==> config.mk <==
export PLATFORM = sky130hd
export DESIGN_NAME = bitmap_id_allocator_flat
export DESIGN_NICKNAME = d
export VERILOG_FILES = /design/src/rtl/core/bia_pkg.sv /design/src/rtl/core/bia_if.sv /design/src/rtl/core/bia_scan.sv /design/src/rtl/core/bitmap_id_allocator.sv /design/src/flat_wrapper.sv
export SDC_FILE = /design/constraint.sdc
export NUM_CORES = 2
export LEC_CHECK = 0
export ABC_CLOCK_PERIOD_IN_PS = 19200
export BUFFER_PORTS_ARGS = -buffer_cell sky130_fd_sc_hd__buf_2
export CORE_MARGIN = 2
export CORE_UTILIZATION = 55
export DETAILED_ROUTE_END_ITERATION = 16
export MAX_ROUTING_LAYER = met4
export PLACE_DENSITY_LB_ADDON = 0.25
export SYNTH_ARGS = -nofsm -noshare
export SYNTH_HDL_FRONTEND = slang
export SYNTH_SLANG_ARGS = --single-unit
==> constraint.sdc <==
create_clock -name clk -period 19.2 [get_ports clk]
set_input_delay 0.96 -clock clk [delete_from_list [all_inputs] [get_ports clk]]
set_output_delay 0.96 -clock clk [all_outputs]
set_load 0.01 [all_outputs]
==> src/rtl/core/bia_pkg.sv <==
// Shared types and constants for the bitmap identifier allocator.
// Depends on nothing; every other file imports it.
`default_nettype none

package bia_pkg;

  localparam int MAX_IDS   = 1024;
  localparam int WORD_BITS = 64;
  localparam int NUM_WORDS = (MAX_IDS + WORD_BITS - 1) / WORD_BITS;

  localparam int ID_W       = 16;
  localparam int COUNT_W    = 11;
  localparam int CFG_ADDR_W = 4;
  localparam int CFG_DATA_W = 16;

  localparam int BIT_W    = $clog2(WORD_BITS);
  localparam int WIDX_W   = $clog2(NUM_WORDS);
  localparam int ID_BIT_W = BIT_W + WIDX_W;
  localparam int ROOM_W   = ID_W + 1;

  localparam logic [CFG_ADDR_W-1:0] CFG_FIRST_ID = CFG_ADDR_W'(0);
  localparam logic [CFG_ADDR_W-1:0] CFG_ID_COUNT = CFG_ADDR_W'(1);

  typedef enum logic [1:0] {
    KIND_ANY,
    KIND_SPEC,
    KIND_FREE,
    KIND_RSVD
  } kind_t;

  typedef enum logic [1:0] {
    ST_OK,
    ST_FULL,
    ST_RANGE,
    ST_TAKEN
  } status_t;

  typedef enum logic [1:0] {
    S_IDLE,
    S_EXEC,
    S_SCAN,
    S_DONE
  } state_t;

  typedef struct packed {
    logic             pass;
    logic             at_start;
    logic             at_last;
    logic [BIT_W-1:0] start_bit;
    logic [BIT_W-1:0] last_bit;
  } bia_scan_ctl_t;

endpackage

`default_nettype wire

==> src/rtl/core/bia_if.sv <==
// Handshake channels of the allocator: request, result and register write.
// Depends on bia_pkg.
`default_nettype none

interface bia_in_if import bia_pkg::*; ();
  logic              valid;
  logic              ready;
  kind_t             kind;
  logic [ID_W-1:0]   req_id;
  modport source (output valid, kind, req_id, input ready);
  modport sink   (input valid, kind, req_id, output ready);
endinterface

interface bia_out_if import bia_pkg::*; ();
  logic               valid;
  logic               ready;
  logic [ID_W-1:0]    result_id;
  status_t            status;
  logic [COUNT_W-1:0] used_count;
  modport source (output valid, result_id, status, used_count, input ready);
  modport sink   (input valid, result_id, status, used_count, output ready);
endinterface

interface bia_cfg_if import bia_pkg::*; ();
  logic                  valid;
  logic                  ready;
  logic [CFG_ADDR_W-1:0] addr;
  logic [CFG_DATA_W-1:0] data;
  modport source (output valid, addr, data, input ready);
  modport sink   (input valid, addr, data, output ready);
endinterface

`default_nettype wire

==> src/rtl/core/bia_scan.sv <==
// Masked find-first-free over one bitmap word.
// Depends on bia_pkg.
`default_nettype none

module bia_scan import bia_pkg::*; (
  input  wire logic [WORD_BITS-1:0] word,
  input  wire bia_scan_ctl_t        ctl,
  output logic                      found,
  output logic [BIT_W-1:0]          hit_bit
);

  logic [WORD_BITS-1:0] ones;
  logic [WORD_BITS-1:0] lo_mask;
  logic [WORD_BITS-1:0] hi_mask;
  logic [WORD_BITS-1:0] mask;
  logic [WORD_BITS-1:0] avail;

  assign ones    = '1;
  assign lo_mask = ones << ctl.start_bit;
  assign hi_mask = ones >> (BIT_W'(WORD_BITS - 1) - ctl.last_bit);

  always_comb begin
    mask = ones;
    if (ctl.at_start) begin
      mask = ctl.pass ? ~lo_mask : lo_mask;
    end
    if (ctl.at_last) begin
      mask = mask & hi_mask;
    end
  end

  assign avail = ~word & mask;
  assign found = |avail;

  always_comb begin
    hit_bit = '0;
    for (int i = WORD_BITS - 1; i >= 0; i--) begin
      if (avail[i]) begin
        hit_bit = BIT_W'(i);
      end
    end
  end

endmodule

`default_nettype wire

==> src/rtl/core/bitmap_id_allocator.sv <==
// Bitmap identifier allocator, next-fit search over 64-bit used-bit words.
// Allocate-given, free, and allocate-any on a full range go from execute to done;
// otherwise allocate-any scans 1 to NUM_WORDS+1 words, one per cycle, in the single
// find-first-free unit. A new request is accepted only back in the idle state.
// Reset (synchronous, active low): first_id 0, id_count 1024; bitmap, count and search
// position cleared at once through per-word valid bits, as on a register write.
`default_nettype none

module bitmap_id_allocator import bia_pkg::*; (
  input  wire logic clk,
  input  wire logic rst_n,
  bia_cfg_if.sink   cfg_ch,
  bia_in_if.sink    in_ch,
  bia_out_if.source out_ch
);

  state_t                 state_r, state_nxt;
  logic [ID_W-1:0]        first_id_r;
  logic [COUNT_W-1:0]     id_count_r;
  kind_t                  kind_r;
  logic [ID_W-1:0]        req_r;
  logic [ID_BIT_W-1:0]    start_r, start_nxt;
  logic [WIDX_W-1:0]      scan_w_r, scan_w_nxt;
  logic                   pass_r, pass_nxt;
  logic [ID_W-1:0]        res_id_r, res_id_nxt;
  status_t                res_st_r, res_st_nxt;
  logic [COUNT_W-1:0]     used_r, used_nxt;
  logic [ID_BIT_W-1:0]    search_r, search_nxt;
  logic [WORD_BITS-1:0]   words_r [NUM_WORDS];
  logic [NUM_WORDS-1:0]   vld_r;
  logic                   out_valid_r, out_valid_nxt;
  logic [ID_W-1:0]        out_id_r;
  status_t                out_st_r;
  logic [COUNT_W-1:0]     out_used_r;

  logic                   in_acc;
  logic                   cfg_hit;
  logic                   out_free;
  logic [ROOM_W-1:0]      room;
  logic [COUNT_W-1:0]     lim;
  logic [COUNT_W-1:0]     size_c;
  logic [ID_W-1:0]        off;
  logic                   in_rng;
  logic [ID_BIT_W-1:0]    bit_addr;
  logic [WIDX_W-1:0]      req_w;
  logic [BIT_W-1:0]       req_b;
  logic                   full;
  logic [ID_BIT_W-1:0]    start_c;
  logic [COUNT_W-1:0]     last_idx;
  logic [WIDX_W-1:0]      last_w;
  logic [WIDX_W-1:0]      rd_idx;
  logic [WORD_BITS-1:0]   rd_word;
  bia_scan_ctl_t          scan_ctl;
  logic                   found;
  logic [BIT_W-1:0]       hit_bit;
  logic [ID_BIT_W-1:0]    hit_addr;
  logic                   wr_en;
  logic [WORD_BITS-1:0]   wr_word;

  assign in_ch.ready  = (state_r == S_IDLE);
  assign cfg_ch.ready = (state_r == S_IDLE);
  assign in_acc       = in_ch.valid & in_ch.ready;
  assign cfg_hit      = cfg_ch.valid & cfg_ch.ready &
                        ((cfg_ch.addr == CFG_FIRST_ID) || (cfg_ch.addr == CFG_ID_COUNT));
  assign out_free     = ~out_valid_r | out_ch.ready;

  assign out_ch.valid      = out_valid_r;
  assign out_ch.result_id  = out_id_r;
  assign out_ch.status     = out_st_r;
  assign out_ch.used_count = out_used_r;

  assign room   = (ROOM_W'(1) << ID_W) - {1'b0, first_id_r};
  assign lim    = (id_count_r > COUNT_W'(MAX_IDS)) ? COUNT_W'(MAX_IDS) : id_count_r;
  assign size_c = (ROOM_W'(lim) > room) ? COUNT_W'(room) : lim;

  assign off      = req_r - first_id_r;
  assign in_rng   = (req_r >= first_id_r) && (off < ID_W'(size_c));
  assign bit_addr = off[ID_BIT_W-1:0];
  assign req_w    = bit_addr[ID_BIT_W-1:BIT_W];
  assign req_b    = bit_addr[BIT_W-1:0];
  assign full     = (used_r >= size_c);
  assign start_c  = (COUNT_W'(search_r) < size_c) ? search_r : '0;
  assign last_idx = size_c - COUNT_W'(1);
  assign last_w   = last_idx[ID_BIT_W-1:BIT_W];

  assign rd_idx  = (state_r == S_SCAN) ? scan_w_r : req_w;
  assign rd_word = vld_r[rd_idx] ? words_r[rd_idx] : '0;

  assign scan_ctl.pass      = pass_r;
  assign scan_ctl.at_start  = (scan_w_r == start_r[ID_BIT_W-1:BIT_W]);
  assign scan_ctl.at_last   = (scan_w_r == last_w);
  assign scan_ctl.start_bit = start_r[BIT_W-1:0];
  assign scan_ctl.last_bit  = last_idx[BIT_W-1:0];

  bia_scan u_scan (
    .word    (rd_word),
    .ctl     (scan_ctl),
    .found   (found),
    .hit_bit (hit_bit)
  );

  assign hit_addr = {scan_w_r, hit_bit};

  always_comb begin
    state_nxt = state_r;
    unique case (state_r)
      S_IDLE: begin
        if (in_acc) begin
          state_nxt = S_EXEC;
        end
      end
      S_EXEC: begin
        state_nxt = (kind_r == KIND_ANY && !full) ? S_SCAN : S_DONE;
      end
      S_SCAN: begin
        if (found || (pass_r && scan_ctl.at_start)) begin
          state_nxt = S_DONE;
        end
      end
      S_DONE: begin
        if (out_free) begin
          state_nxt = S_IDLE;
        end
      end
      default: state_nxt = S_IDLE;
    endcase
  end

  always_comb begin
    start_nxt     = start_r;
    scan_w_nxt    = scan_w_r;
    pass_nxt      = pass_r;
    res_id_nxt    = res_id_r;
    res_st_nxt    = res_st_r;
    used_nxt      = used_r;
    search_nxt    = search_r;
    wr_en         = 1'b0;
    wr_word       = rd_word;
    out_valid_nxt = out_valid_r & ~out_ch.ready;
    unique case (state_r)
      S_IDLE: begin
        if (cfg_hit) begin
          used_nxt   = '0;
          search_nxt = '0;
        end
      end
      S_EXEC: begin
        res_id_nxt = '0;
        res_st_nxt = ST_OK;
        unique case (kind_r)
          KIND_ANY: begin
            if (full) begin
              res_st_nxt = ST_FULL;
            end else begin
              start_nxt  = start_c;
              scan_w_nxt = start_c[ID_BIT_W-1:BIT_W];
              pass_nxt   = 1'b0;
            end
          end
          KIND_SPEC: begin
            priority if (full) begin
              res_st_nxt = ST_FULL;
            end else if (!in_rng) begin
              res_st_nxt = ST_RANGE;
            end else if (rd_word[req_b]) begin
              res_st_nxt = ST_TAKEN;
            end else begin
              wr_en          = 1'b1;
              wr_word[req_b] = 1'b1;
              used_nxt       = used_r + COUNT_W'(1);
              res_id_nxt     = req_r;
            end
          end
          KIND_FREE: begin
            priority if (!in_rng) begin
              res_st_nxt = ST_RANGE;
            end else if (!rd_word[req_b]) begin
              res_st_nxt = ST_TAKEN;
            end else begin
              wr_en          = 1'b1;
              wr_word[req_b] = 1'b0;
              if (used_r != '0) begin
                used_nxt = used_r - COUNT_W'(1);
              end
              res_id_nxt = req_r;
            end
          end
          KIND_RSVD: begin
            res_st_nxt = ST_RANGE;
          end
          default: res_st_nxt = ST_RANGE;
        endcase
      end
      S_SCAN: begin
        priority if (found) begin
          wr_en            = 1'b1;
          wr_word[hit_bit] = 1'b1;
          used_nxt         = used_r + COUNT_W'(1);
          search_nxt       = (COUNT_W'(hit_addr) + COUNT_W'(1) == size_c) ? '0 :
                             hit_addr + ID_BIT_W'(1);
          res_id_nxt       = ID_W'(hit_addr) + first_id_r;
        end else if (pass_r && scan_ctl.at_start) begin
          res_st_nxt = ST_FULL;
        end else if (!pass_r && scan_ctl.at_last) begin
          pass_nxt   = 1'b1;
          scan_w_nxt = '0;
        end else begin
          scan_w_nxt = scan_w_r + WIDX_W'(1);
        end
      end
      S_DONE: begin
        if (out_free) begin
          out_valid_nxt = 1'b1;
        end
      end
      default: out_valid_nxt = out_valid_r & ~out_ch.ready;
    endcase
  end

  always_ff @(posedge clk) begin
    if (!rst_n) begin
      state_r     <= S_IDLE;
      first_id_r  <= '0;
      id_count_r  <= COUNT_W'(MAX_IDS);
      used_r      <= '0;
      search_r    <= '0;
      vld_r       <= '0;
      out_valid_r <= 1'b0;
    end else begin
      state_r     <= state_nxt;
      used_r      <= used_nxt;
      search_r    <= search_nxt;
      out_valid_r <= out_valid_nxt;
      if (cfg_hit) begin
        vld_r <= '0;
        if (cfg_ch.addr == CFG_FIRST_ID) begin
          first_id_r <= cfg_ch.data[ID_W-1:0];
        end else begin
          id_count_r <= cfg_ch.data[COUNT_W-1:0];
        end
      end else if (wr_en) begin
        vld_r[rd_idx] <= 1'b1;
      end
    end
  end

  always_ff @(posedge clk) begin
    start_r  <= start_nxt;
    scan_w_r <= scan_w_nxt;
    pass_r   <= pass_nxt;
    res_id_r <= res_id_nxt;
    res_st_r <= res_st_nxt;
    if (in_acc) begin
      kind_r <= in_ch.kind;
      req_r  <= in_ch.req_id;
    end
    if (wr_en) begin
      words_r[rd_idx] <= wr_word;
    end
    if (state_r == S_DONE && out_free) begin
      out_id_r   <= res_id_r;
      out_st_r   <= res_st_r;
      out_used_r <= used_r;
    end
  end

`ifndef SYNTHESIS
  a_used_bound: assert property (@(posedge clk) disable iff (!rst_n)
    used_r <= size_c)
    else $error("used count exceeds range size");

  a_scan_window: assert property (@(posedge clk) disable iff (!rst_n)
    (state_r == S_SCAN) |-> (scan_w_r <= last_w))
    else $error("scan word beyond last word of range");

  a_scan_count: assert property (@(posedge clk) disable iff (!rst_n)
    (state_r == S_SCAN && found) |=> (used_r == COUNT_W'($past(used_r) + COUNT_W'(1))))
    else $error("allocation did not advance used count");

  a_cfg_clear: assert property (@(posedge clk) disable iff (!rst_n)
    cfg_hit |=> (used_r == '0 && vld_r == '0 && search_r == '0))
    else $error("register write did not clear allocator state");
`endif

endmodule

`default_nettype wire
==> src/flat_wrapper.sv <==
// flat-port wrapper written by rule: the top's interface ports become plain ports
module bitmap_id_allocator_flat import bia_pkg::*;
  (clk, rst_n, cfg_ch_valid, cfg_ch_addr, cfg_ch_data, cfg_ch_ready, in_ch_valid, in_ch_kind, in_ch_req_id, in_ch_ready, out_ch_valid, out_ch_result_id, out_ch_status, out_ch_used_count, out_ch_ready);
  bia_cfg_if cfg_ch_i ();
  bia_in_if in_ch_i ();
  bia_out_if out_ch_i ();
  input  wire logic clk;
  input  wire logic rst_n;
  input wire logic [$bits(cfg_ch_i.valid)-1:0] cfg_ch_valid;
  input wire logic [$bits(cfg_ch_i.addr)-1:0] cfg_ch_addr;
  input wire logic [$bits(cfg_ch_i.data)-1:0] cfg_ch_data;
  output wire logic [$bits(cfg_ch_i.ready)-1:0] cfg_ch_ready;
  input wire logic [$bits(in_ch_i.valid)-1:0] in_ch_valid;
  input wire logic [$bits(in_ch_i.kind)-1:0] in_ch_kind;
  input wire logic [$bits(in_ch_i.req_id)-1:0] in_ch_req_id;
  output wire logic [$bits(in_ch_i.ready)-1:0] in_ch_ready;
  output wire logic [$bits(out_ch_i.valid)-1:0] out_ch_valid;
  output wire logic [$bits(out_ch_i.result_id)-1:0] out_ch_result_id;
  output wire logic [$bits(out_ch_i.status)-1:0] out_ch_status;
  output wire logic [$bits(out_ch_i.used_count)-1:0] out_ch_used_count;
  input wire logic [$bits(out_ch_i.ready)-1:0] out_ch_ready;
  assign cfg_ch_i.valid = cfg_ch_valid;
  assign cfg_ch_i.addr = cfg_ch_addr;
  assign cfg_ch_i.data = cfg_ch_data;
  assign cfg_ch_ready = cfg_ch_i.ready;
  assign in_ch_i.valid = in_ch_valid;
  assign in_ch_i.kind = in_ch_kind;
  assign in_ch_i.req_id = in_ch_req_id;
  assign in_ch_ready = in_ch_i.ready;
  assign out_ch_valid = out_ch_i.valid;
  assign out_ch_result_id = out_ch_i.result_id;
  assign out_ch_status = out_ch_i.status;
  assign out_ch_used_count = out_ch_i.used_count;
  assign out_ch_i.ready = out_ch_ready;
  bitmap_id_allocator u_core (.clk(clk), .rst_n(rst_n), .cfg_ch(cfg_ch_i), .in_ch(in_ch_i), .out_ch(out_ch_i));
endmodule
=== Word level (Yosys, flattened, before mapping) ===
Memories as Yosys holds them, arrays and structs flattened.
Cells that the tools add are included.

* Logic and storage cells: 272
* Memories: 1
* Memory bits (writable): 1,024
* Flip-flop bits (word level): 147

* $add $sub $neg: 10
* $lt $le $gt $ge: 12
* Equal/unequal tests: 28
* Bitwise operators: 19
* Shift operators: 2
* Multiplexer cells: 151
* Reduce and logical (&&, ||, !) cells: 31

{| class="wikitable"
|+ Memory list
! memory !! depth !! bits a word !! read ports !! clocked after Yosys merged registers in !! wr ports !! RTL line !! RTL
|-
| u_core.words_r || 16 || 64 || 1 || 0 || 1 || bitmap_id_allocator.sv:29 || <nowiki>logic [WORD_BITS-1:0] words_r [NUM_WORDS];</nowiki>
|}

{| class="wikitable"
|+ Operators with widths
! kind !! number
|-
| 64-bit 2-to-1 mux || 10
|-
| 6-bit 2-to-1 mux || 64
|-
| 64-bit one-hot mux with 2 select lines || 2
|-
| 64-bit AND || 3
|-
| 64-bit inverter || 3
|-
| 64-bit OR || 2
|-
| 11-bit 2-to-1 mux || 10
|-
| 16-bit 2-to-1 mux || 6
|-
| 16-bit one-hot mux with 2 select lines || 2
|-
| 64-bit OR reduction || 1
|-
| 64-bit by 6-bit << shifter with 64-bit output, first input constant || 1
|-
| 64-bit by 6-bit >> shifter with 64-bit output, first input constant || 1
|-
| 10-bit 2-to-1 mux || 4
|-
| 11-bit one-hot mux with 3 select lines || 1
|-
| 4-bit 2-to-1 mux || 6
|-
| 1-bit 2-to-1 mux || 22
|-
| 11-bit one-hot mux with 2 select lines || 1
|-
| 2-bit 2-to-1 mux || 10
|-
| 10-bit one-hot mux with 2 select lines || 1
|-
| 11-bit by 17-bit greater-than comparator with 1-bit output || 1
|-
| 17-bit by 16-bit subtractor with 17-bit output, first input constant || 1
|-
| 10-bit by 16-bit adder with 16-bit output || 1
|-
| 16-bit >= comparator || 1
|-
| 16-bit by 11-bit less-than comparator with 1-bit output || 1
|-
| 50 further kinds || 98
|}

=== Logic depth before layout (Yosys ltp) ===
* Depth after elaboration: 81
* Mapped depth: 42
* Gate-level depth less buffers: 38

=== Modules after synthesis ===
From an unflattened synthesis, not the netlist that was laid out.

* Cell total of the unflattened synthesis: 5,188
* Area, all modules: 57,757.9 um2

{| class="wikitable"
|+ By module, submodules not included
! module !! cells an instance !! area an instance (um2) !! times used !! seq. area each (um2)
|-
| bitmap_id_allocator || 4,647 || 54,175.7 || 1 || 34,493.1
|-
| bia_scan || 541 || 3,582.2 || 1 || 0.0
|}

=== Worst setup path after synthesis ===
OpenSTA, ideal clock, no wires.

* Kind: reg-to-reg
* From: reg u_core.first_id_r[1]
* To: mem u_core.words_r[1][0] (enable)
* Slack: 5,508 ps
* Stages on the path, launching flop included: 39
* Path buffers: 5
* Data arrival time: 13,048 ps
* Data required time: 18,556 ps
* Period minus slack after synthesis: 13,692 ps
* Library setup time: 644 ps
* Path through: dfxtp_1 inv_1 ha_1 or4b_4 nor3_1 or2_1 clkbuf_1 ha_1 a21oi_1 nor2b_1 o21ai_0 nand3_1 nand3_4 buf_4 clkbuf_1 nor2_1 a21oi_1 ha_1 [3 not listed] nand2b_1 a21oi_1 nor2b_1 o21ai_0 nand2b_1 a21oi_1 nor2b_1 o21ai_0 nand2b_1 a211oi_1 nand2_1 nor3b_1 a21o_1 and2_1 clkbuf_1 a21oi_1 clkbuf_1 nor4_1

* Cells in the longest elaborated chain, start to end: 14
* Elaborated cells on any way between the ends: 34
* Classes of those cells: add/sub (4); order compare (4); eq/ne (1); shift (1); mux (18); bitwise (3); reduce/logical (2); memory (1)

{| class="wikitable"
|+ RTL lines
! item !! RTL line !! RTL
|-
| start, declared || bitmap_id_allocator.sv:18 || <nowiki>logic [ID_W-1:0] first_id_r;</nowiki>
|-
| start signal, assigned || bitmap_id_allocator.sv:237 || <nowiki>first_id_r <= cfg_ch.data[ID_W-1:0];</nowiki>
|-
| 17-bit by 16-bit subtractor with 17-bit output or 16-bit subtractor (tied branches) || bitmap_id_allocator.sv:72, bitmap_id_allocator.sv:76 ||
|-
| 11-bit by 17-bit greater-than comparator with 1-bit output or 4-bit 2-to-1 mux (tied branches) || bitmap_id_allocator.sv:74, bitmap_id_allocator.sv:86 ||
|-
| 11-bit 2-to-1 mux or 1-bit binary-select mux with 4-bit select (tied branches) || bitmap_id_allocator.sv:74, bitmap_id_allocator.sv:87 ||
|-
| 10-bit by 1-bit subtractor with 10-bit output or 1-bit 2-to-1 mux (tied branches) || bitmap_id_allocator.sv:83, bitmap_id_allocator.sv:87 ||
|-
| 6-bit subtractor or 64-bit 2-to-1 mux (tied branches) || bia_scan.sv:20, bitmap_id_allocator.sv:87 ||
|-
| 64-bit by 6-bit >> shifter with 64-bit output or 1-bit binary-select mux with 6-bit select (tied branches) || bia_scan.sv:20, bitmap_id_allocator.sv:165, bitmap_id_allocator.sv:177 ||
|-
| 64-bit AND or 1-bit 2-to-1 mux (tied branches) || bia_scan.sv:28, bitmap_id_allocator.sv:165, bitmap_id_allocator.sv:177 ||
|-
| 64-bit 2-to-1 mux or 1-bit 2-to-1 mux (tied branches) || bia_scan.sv:27, bitmap_id_allocator.sv:165 ||
|-
| 64-bit AND or 1-bit 2-to-1 mux (tied branches) || bia_scan.sv:32, bitmap_id_allocator.sv:163 ||
|-
| 64-bit OR reduction or 1-bit 2-to-1 mux (tied branches) || bia_scan.sv:33, bitmap_id_allocator.sv:161 ||
|-
| 1-bit 2-to-1 mux or 1-bit one-hot mux with 2 select lines (tied branches) || bitmap_id_allocator.sv:195, bitmap_id_allocator.sv:150 ||
|-
| 1-bit one-hot mux with 2 select lines || bitmap_id_allocator.sv:140 || <nowiki>unique case (state_r)</nowiki>
|-
| 1-bit 2-to-1 mux || bitmap_id_allocator.sv:257 || <nowiki>if (wr_en) begin</nowiki>
|-
| 1-bit 2-to-1 mux (implied by the code) || bitmap_id_allocator.sv:258 || <nowiki>words_r[rd_idx] <= wr_word;</nowiki>
|-
| end, declared || bitmap_id_allocator.sv:29 ||
|}

Parallel ways exist; a longest one is shown, timed or not. The select of a mux whose other input is x is not followed.

=== Worst setup path in the final report ===
* From: reg u_core.first_id_r[0]
* To: reg u_core.search_r[1]

* Cells in the longest elaborated chain, start to end: 78
* Elaborated cells on any way between the ends: 90
* Classes of those cells: add/sub (6); order compare (1); eq/ne (3); shift (1); mux (73); bitwise (3); reduce/logical (2); memory (1)

{| class="wikitable"
|+ RTL lines
! item !! RTL line !! RTL
|-
| 17-bit by 16-bit subtractor with 17-bit output || bitmap_id_allocator.sv:72 || <nowiki>assign room = (ROOM_W'(1) << ID_W) - {1'b0, first_id_r};</nowiki>
|-
| 11-bit by 17-bit greater-than comparator with 1-bit output || bitmap_id_allocator.sv:74 || <nowiki>assign size_c = (ROOM_W'(lim) > room) ? COUNT_W'(room) : lim;</nowiki>
|-
| 11-bit 2-to-1 mux || bitmap_id_allocator.sv:74 ||
|-
| 10-bit by 1-bit subtractor with 10-bit output || bitmap_id_allocator.sv:83 || <nowiki>assign last_idx = size_c - COUNT_W'(1);</nowiki>
|-
| 6-bit subtractor || bia_scan.sv:20 || <nowiki>assign hi_mask = ones >> (BIT_W'(WORD_BITS - 1) - ctl.last_bit);</nowiki>
|-
| 64-bit by 6-bit >> shifter with 64-bit output || bia_scan.sv:20 ||
|-
| 64-bit AND || bia_scan.sv:28 || <nowiki>mask = mask & hi_mask;</nowiki>
|-
| 64-bit 2-to-1 mux || bia_scan.sv:27 || <nowiki>if (ctl.at_last) begin</nowiki>
|-
| 64-bit AND || bia_scan.sv:32 || <nowiki>assign avail = ~word & mask;</nowiki>
|-
| 6-bit 2-to-1 mux (64 in series) || bia_scan.sv:38 || <nowiki>if (avail[i]) begin</nowiki>
|-
| 10-bit by 1-bit adder with 11-bit output || bitmap_id_allocator.sv:199 || <nowiki>search_nxt = (COUNT_W'(hit_addr) + COUNT_W'(1) == size_c) ? '0 :</nowiki>
|-
| 11-bit equality test || bitmap_id_allocator.sv:199 ||
|-
| 10-bit 2-to-1 mux || bitmap_id_allocator.sv:199 ||
|-
| 10-bit 2-to-1 mux || bitmap_id_allocator.sv:195 || <nowiki>priority if (found) begin</nowiki>
|-
| 10-bit one-hot mux with 2 select lines || bitmap_id_allocator.sv:140 ||
|-
| end signal, assigned || bitmap_id_allocator.sv:232 || <nowiki>search_r <= search_nxt;</nowiki>
|-
| end, declared || bitmap_id_allocator.sv:28 || <nowiki>logic [ID_BIT_W-1:0] search_r, search_nxt;</nowiki>
|}

Parallel ways exist; a longest one is shown, timed or not. The select of a mux whose other input is x is not followed.
A chain may end at the register's enable or synchronous reset.

==> reports/metrics.sh <==
SETUP_TOTAL_NEGATIVE_SLACK_NS=0
FP-ROW-COUNT=121
INITIAL_UTILIZATION_PCT=55.3
LAYOUT.NETS=5366
NUMBER_OF_FLOPS_MAPPED_TO_ENABLE_CELLS_BY_YOSYS=1104
POST_CTS.REPAIR.SETUP_BUFFERS=0
FRACTION_OF_LAYOUT_INSTANCES_USING_A_DRIVE_STRENGTH_ABOVE_1_PCT=11.7
SYN_AVG_CELL_AREA_UM2=11.4
CPPEAKSTAGEDELAY_NS=0.78
DIEAREA_UM2=112000
CLOCK_SKEW_NS=0.0698
SYNTH.AREA.TOP_CELLS='sky130_fd_sc_hd__edfxtp_1 55%, sky130_fd_sc_hd__o22ai_1 3.6%, sky130_fd_sc_hd__nor2_1 2.7%'
SYNTH-COMPOUND-AREA-SHARE_PCT=20.8
INTPOWER_W=0.00651
CLKSLEWWORSTSETUPHOLDPATHS_NS=0.06
CELLPOWERDENSITY_nW_PER_UM2=190
CP.REQUIRED_NS=19.82
CLOCK_TREE.HTREE_LEVEL_COUNT=3
WORSTHOLDPATHTYPE='primary input to flop'
DIE_Y_UM=334
AVGROUTEDWIREPERCELL_UM=35.1
CTS-BUFFERS-INSERTED=119
DIE_W_UM=334
CLKLATENCYLATEPIN_NS=0.77
WORSTSETUPSTARTPOINTTYPE='flop'
FLIP_FLOP_AND_LATCH_COUNT_AFTER_SYNTHESIS=1171
ROUTED_VIA_DENSITY=7.51
PLACE.GP.CONGESTION=1.10
AREA_GROWTH_PCT=10.4
LEAKAGEPOWER_nW=22.0
ROUTE.ANTENNA.REMAINING_NETS=0
CELL_WITH_THE_LARGEST_STAGE_DELAY_ON_THE_WORST_PATH='sky130_fd_sc_hd__a21oi_1'
IO_BUFFER_COUNT=74
CP-END-KIND='flop'
SEQ_AREA_FRAC_SYNTH_PCT=57.6
POWER.SEQUENTIAL.FRACTION_PCT=27.9
DATA_ARRIVAL_TIME_OF_THE_CRITICAL_PATH_NS=12.20
SLEW_MARGIN_REL_PCT=3.42
FINAL_INSTANCE_COUNT_WITHOUT_FILLER_CELLS=6770
POWER.SWITCHING_W=0.00608
SYNTH_TOP_FAMILY_BY_AREA='compound AO/OA/AOI/OAI gates'
YOSYS.CELL_COUNT.TOP_TYPE='sky130_fd_sc_hd__edfxtp_1'
NUMBER_OF_DRC_VIOLATIONS_AFTER_DETAILED_ROUTING_ITERATION_0=8564
SYNTH_ADDER_AREA_SHARE_PCT=1.85
DP_HPWL_UM=150000
CLOCK_POWER_SHARE_PCT=18.3
SYNTHESIS.NETS=5384
WORST_IR_DROP_VDD_mV=0.130
CTSLONGESTPATHBUFFERS=3
GRT_OVERFLOW=0
DRV_SLEW=0
YS_WARN_COUNT=0
DRC=0
RUN_STATUS='complete, no violations'
TIMING_WORST_SLEW_PIN_VALUE_NS=1.45
POST-ROUTE-PERIOD-UTIL_PCT=60.3
FIRST_PASS_ITERS=6
SYNTH_SIMPLE_GATE_AREA_SHARE_PCT=11.9
SYNTH_LARGEST_AREA_CELL='sky130_fd_sc_hd__edfxtp_1'
SYNTHXORXNORAREAFRAC_PCT=1.72
CTSROOTBUFFERMASTER='sky130_fd_sc_hd__clkbuf_16'
FMAX_MHz=86.4
CLOCK-SINKS=1171
FIRST_GLOBAL_VIAS=47400
INITIAL_ANTENNA_VIOLATION_COUNT=12
POST_SYNTH_INST_COUNT=5256
GRT_START_MAX_NET_PINS=112
SYNTH.CELL_AREA_UM2=59900
POWER.SWITCHING_FRACTION_PCT=48.3
SYNTH.CELLS.MOST_FREQUENT='1104 x sky130_fd_sc_hd__edfxtp_1, 424 x sky130_fd_sc_hd__nor2_1, 398 x sky130_fd_sc_hd__nand2_1'
POST-ROUTE-WORST-SETUP-SLACK_NS=7.62
SYNTHDOMINANTCELLAREASHARE_PCT=55.3
LARGEST_DRIVER_FANOUT_ON_THE_CRITICAL_PATH=28
RSZ0062_AT_GRT='no'
TRITONCTS='yes'
SYNTH-ASYNC-RESET-RATIO_PCT=0
GLOBAL_ROUTE_USAGE_OVER_ALL_LAYERS_PCT=42.8
DRV_CAP=0
FINALSETUPVIOLATIONS=0
FILLERINSTANCES=8606
SYNTH_FF_TYPE='sky130_fd_sc_hd__edfxtp_1'
CTS_HOLD_BUF=0
GRT_PASS1_WL_UM=337000
TIMING.FINAL.HOLD_VIOLATIONS=0
BOUNDARY_PINS=75
POSTCTSRESIZEDCELLS=0
PRE_CTS_SLACK_NS=7.89
TOTALWIRELENGTH_UM=237000
COMB_POWER_SHARE_PCT=53.8
HOLD_WS_NS=0.369
PERIOD_MINUS_SLACK_NS=11.58
YOSYS.CELL_TYPES.COUNT=112
POST-PLACE-CELLS=6530
PATH_CLASS='flop to flop'
YOSYS-MUX-AREA-FRACTION_PCT=2.65
VIA_COUNT=50800
CORE_AREA_UM2=108000
layer usage:
metal  vias to the layer above  global-route usage (%)  routed length (µm)
li1                      20900                       -                   -
met1                     24900                    55.6               87900
met2                      4202                    60.6              101000
met3                       840                    13.0               33600
met4                         0                    22.1               14500
met5                         -                       -                   0
power groups by stage:
stage | combinational (W) | clock [W] | sequential [W]
finish | 0.00678 | 0.00230 | 0.00352
global placement | 0.00633 | 0 | 0.00356
detailed placement | 0.00636 | 0 | 0.00357
floorplan | 0.00360 | 0 | 0.00355
global route | 0.00690 | 0.00240 | 0.00352
CTS | 0.00639 | 0.00230 | 0.00351
placed cells by master (no fill, tap or decap), types with 69 or more instances in the layout:
cell and count:
sky130_fd_sc_hd__a211oi_1 83, sky130_fd_sc_hd__a21oi_1 239, sky130_fd_sc_hd__buf_2 74, sky130_fd_sc_hd__buf_4 197, sky130_fd_sc_hd__clkbuf_16 121, sky130_fd_sc_hd__edfxtp_1 1104, sky130_fd_sc_hd__ha_1 80, sky130_fd_sc_hd__inv_1 90
sky130_fd_sc_hd__mux2i_1 91, sky130_fd_sc_hd__nand2_1 395, sky130_fd_sc_hd__nand3_1 131, sky130_fd_sc_hd__nor2_1 421, sky130_fd_sc_hd__nor3_1 85, sky130_fd_sc_hd__o211ai_1 69, sky130_fd_sc_hd__o21ai_0 217, sky130_fd_sc_hd__o221ai_1 100
sky130_fd_sc_hd__o22ai_1 345, sky130_fd_sc_hd__xnor2_1 77
path summary, 6_finish.rpt:
check	from	cells after the start	slack (ns)	end
max	u_core.first_id_r[0]$_SDFFE_PN0P_	33	7.62	u_core.search_r[1]$_SDFFE_PN0P_
min	in_ch_req_id[15]	1	0.37	u_core.req_r[15]$_DFFE_PP_
max reg2reg	u_core.first_id_r[0]$_SDFFE_PN0P_	33	7.62	u_core.search_r[1]$_SDFFE_PN0P_
min reg2reg	u_core.res_id_r[11]$_DFFE_PP_	0	0.42	u_core.out_ch.result_id[11]$_DFFE_PP_
registers in the layout, indices dropped and copies added (netlist names), 4 cells and up:
name and cells:
u_core.words_r 1024, u_core.res_id_r 16, u_core.req_r 16, u_core.used_r 11, u_core.vld_r 16, u_core.first_id_r 16
u_core.search_r 10, u_core.out_ch.result_id 16, u_core.start_r 10, u_core.id_count_r 11, u_core.scan_w_r 4, u_core.out_ch.used_count 11
per-stage QoR:
step                utilization [%]  total power [W]  cell area, µm²
floorplan                         -          0.00715           59900
global placement               57.4          0.00989           62200
global route                   61.0           0.0128           66100
finish                         61.0           0.0126           66100
detailed placement             57.4          0.00993           62200
CTS                            61.0           0.0122           66100
cell families (layout without fill, tap and decap cells):
group,Yosys count,count (layout)
compound gates,1759,1759
simple gates,1476,1476
flops,1171,1171
buf+inv,512,597
mux,137,137
xor+xnor,113,113
fa+ha+maj,88,88
other cells,0,15
area by class of cell:
class	instances	area, µm²	share of cell area (%)
flip-flops and latches	1171	34500	52.2
multi-input cells	3573	23700	35.8
clock inverters	77	692	1.05
clock buffers	147	3150	4.76
inverters	98	370	0.560
repair buffers	275	1910	2.90
well taps	1414	1770	2.68
diodes	15	37.5	0.0568
critical path, delay by kind of cell, from the launching register on:
family                   cells  cell delay (ns)
AO/OA/AOI/OAI               10             3.34
XOR/XNOR                     1             0.14
flip-flops                   1             0.44
adder cells (fa/ha/maj)      5             1.76
AND/OR/NAND/NOR             14             5.04
buffers and inverters        3             0.67
Power figures use the tool's default switching activity.
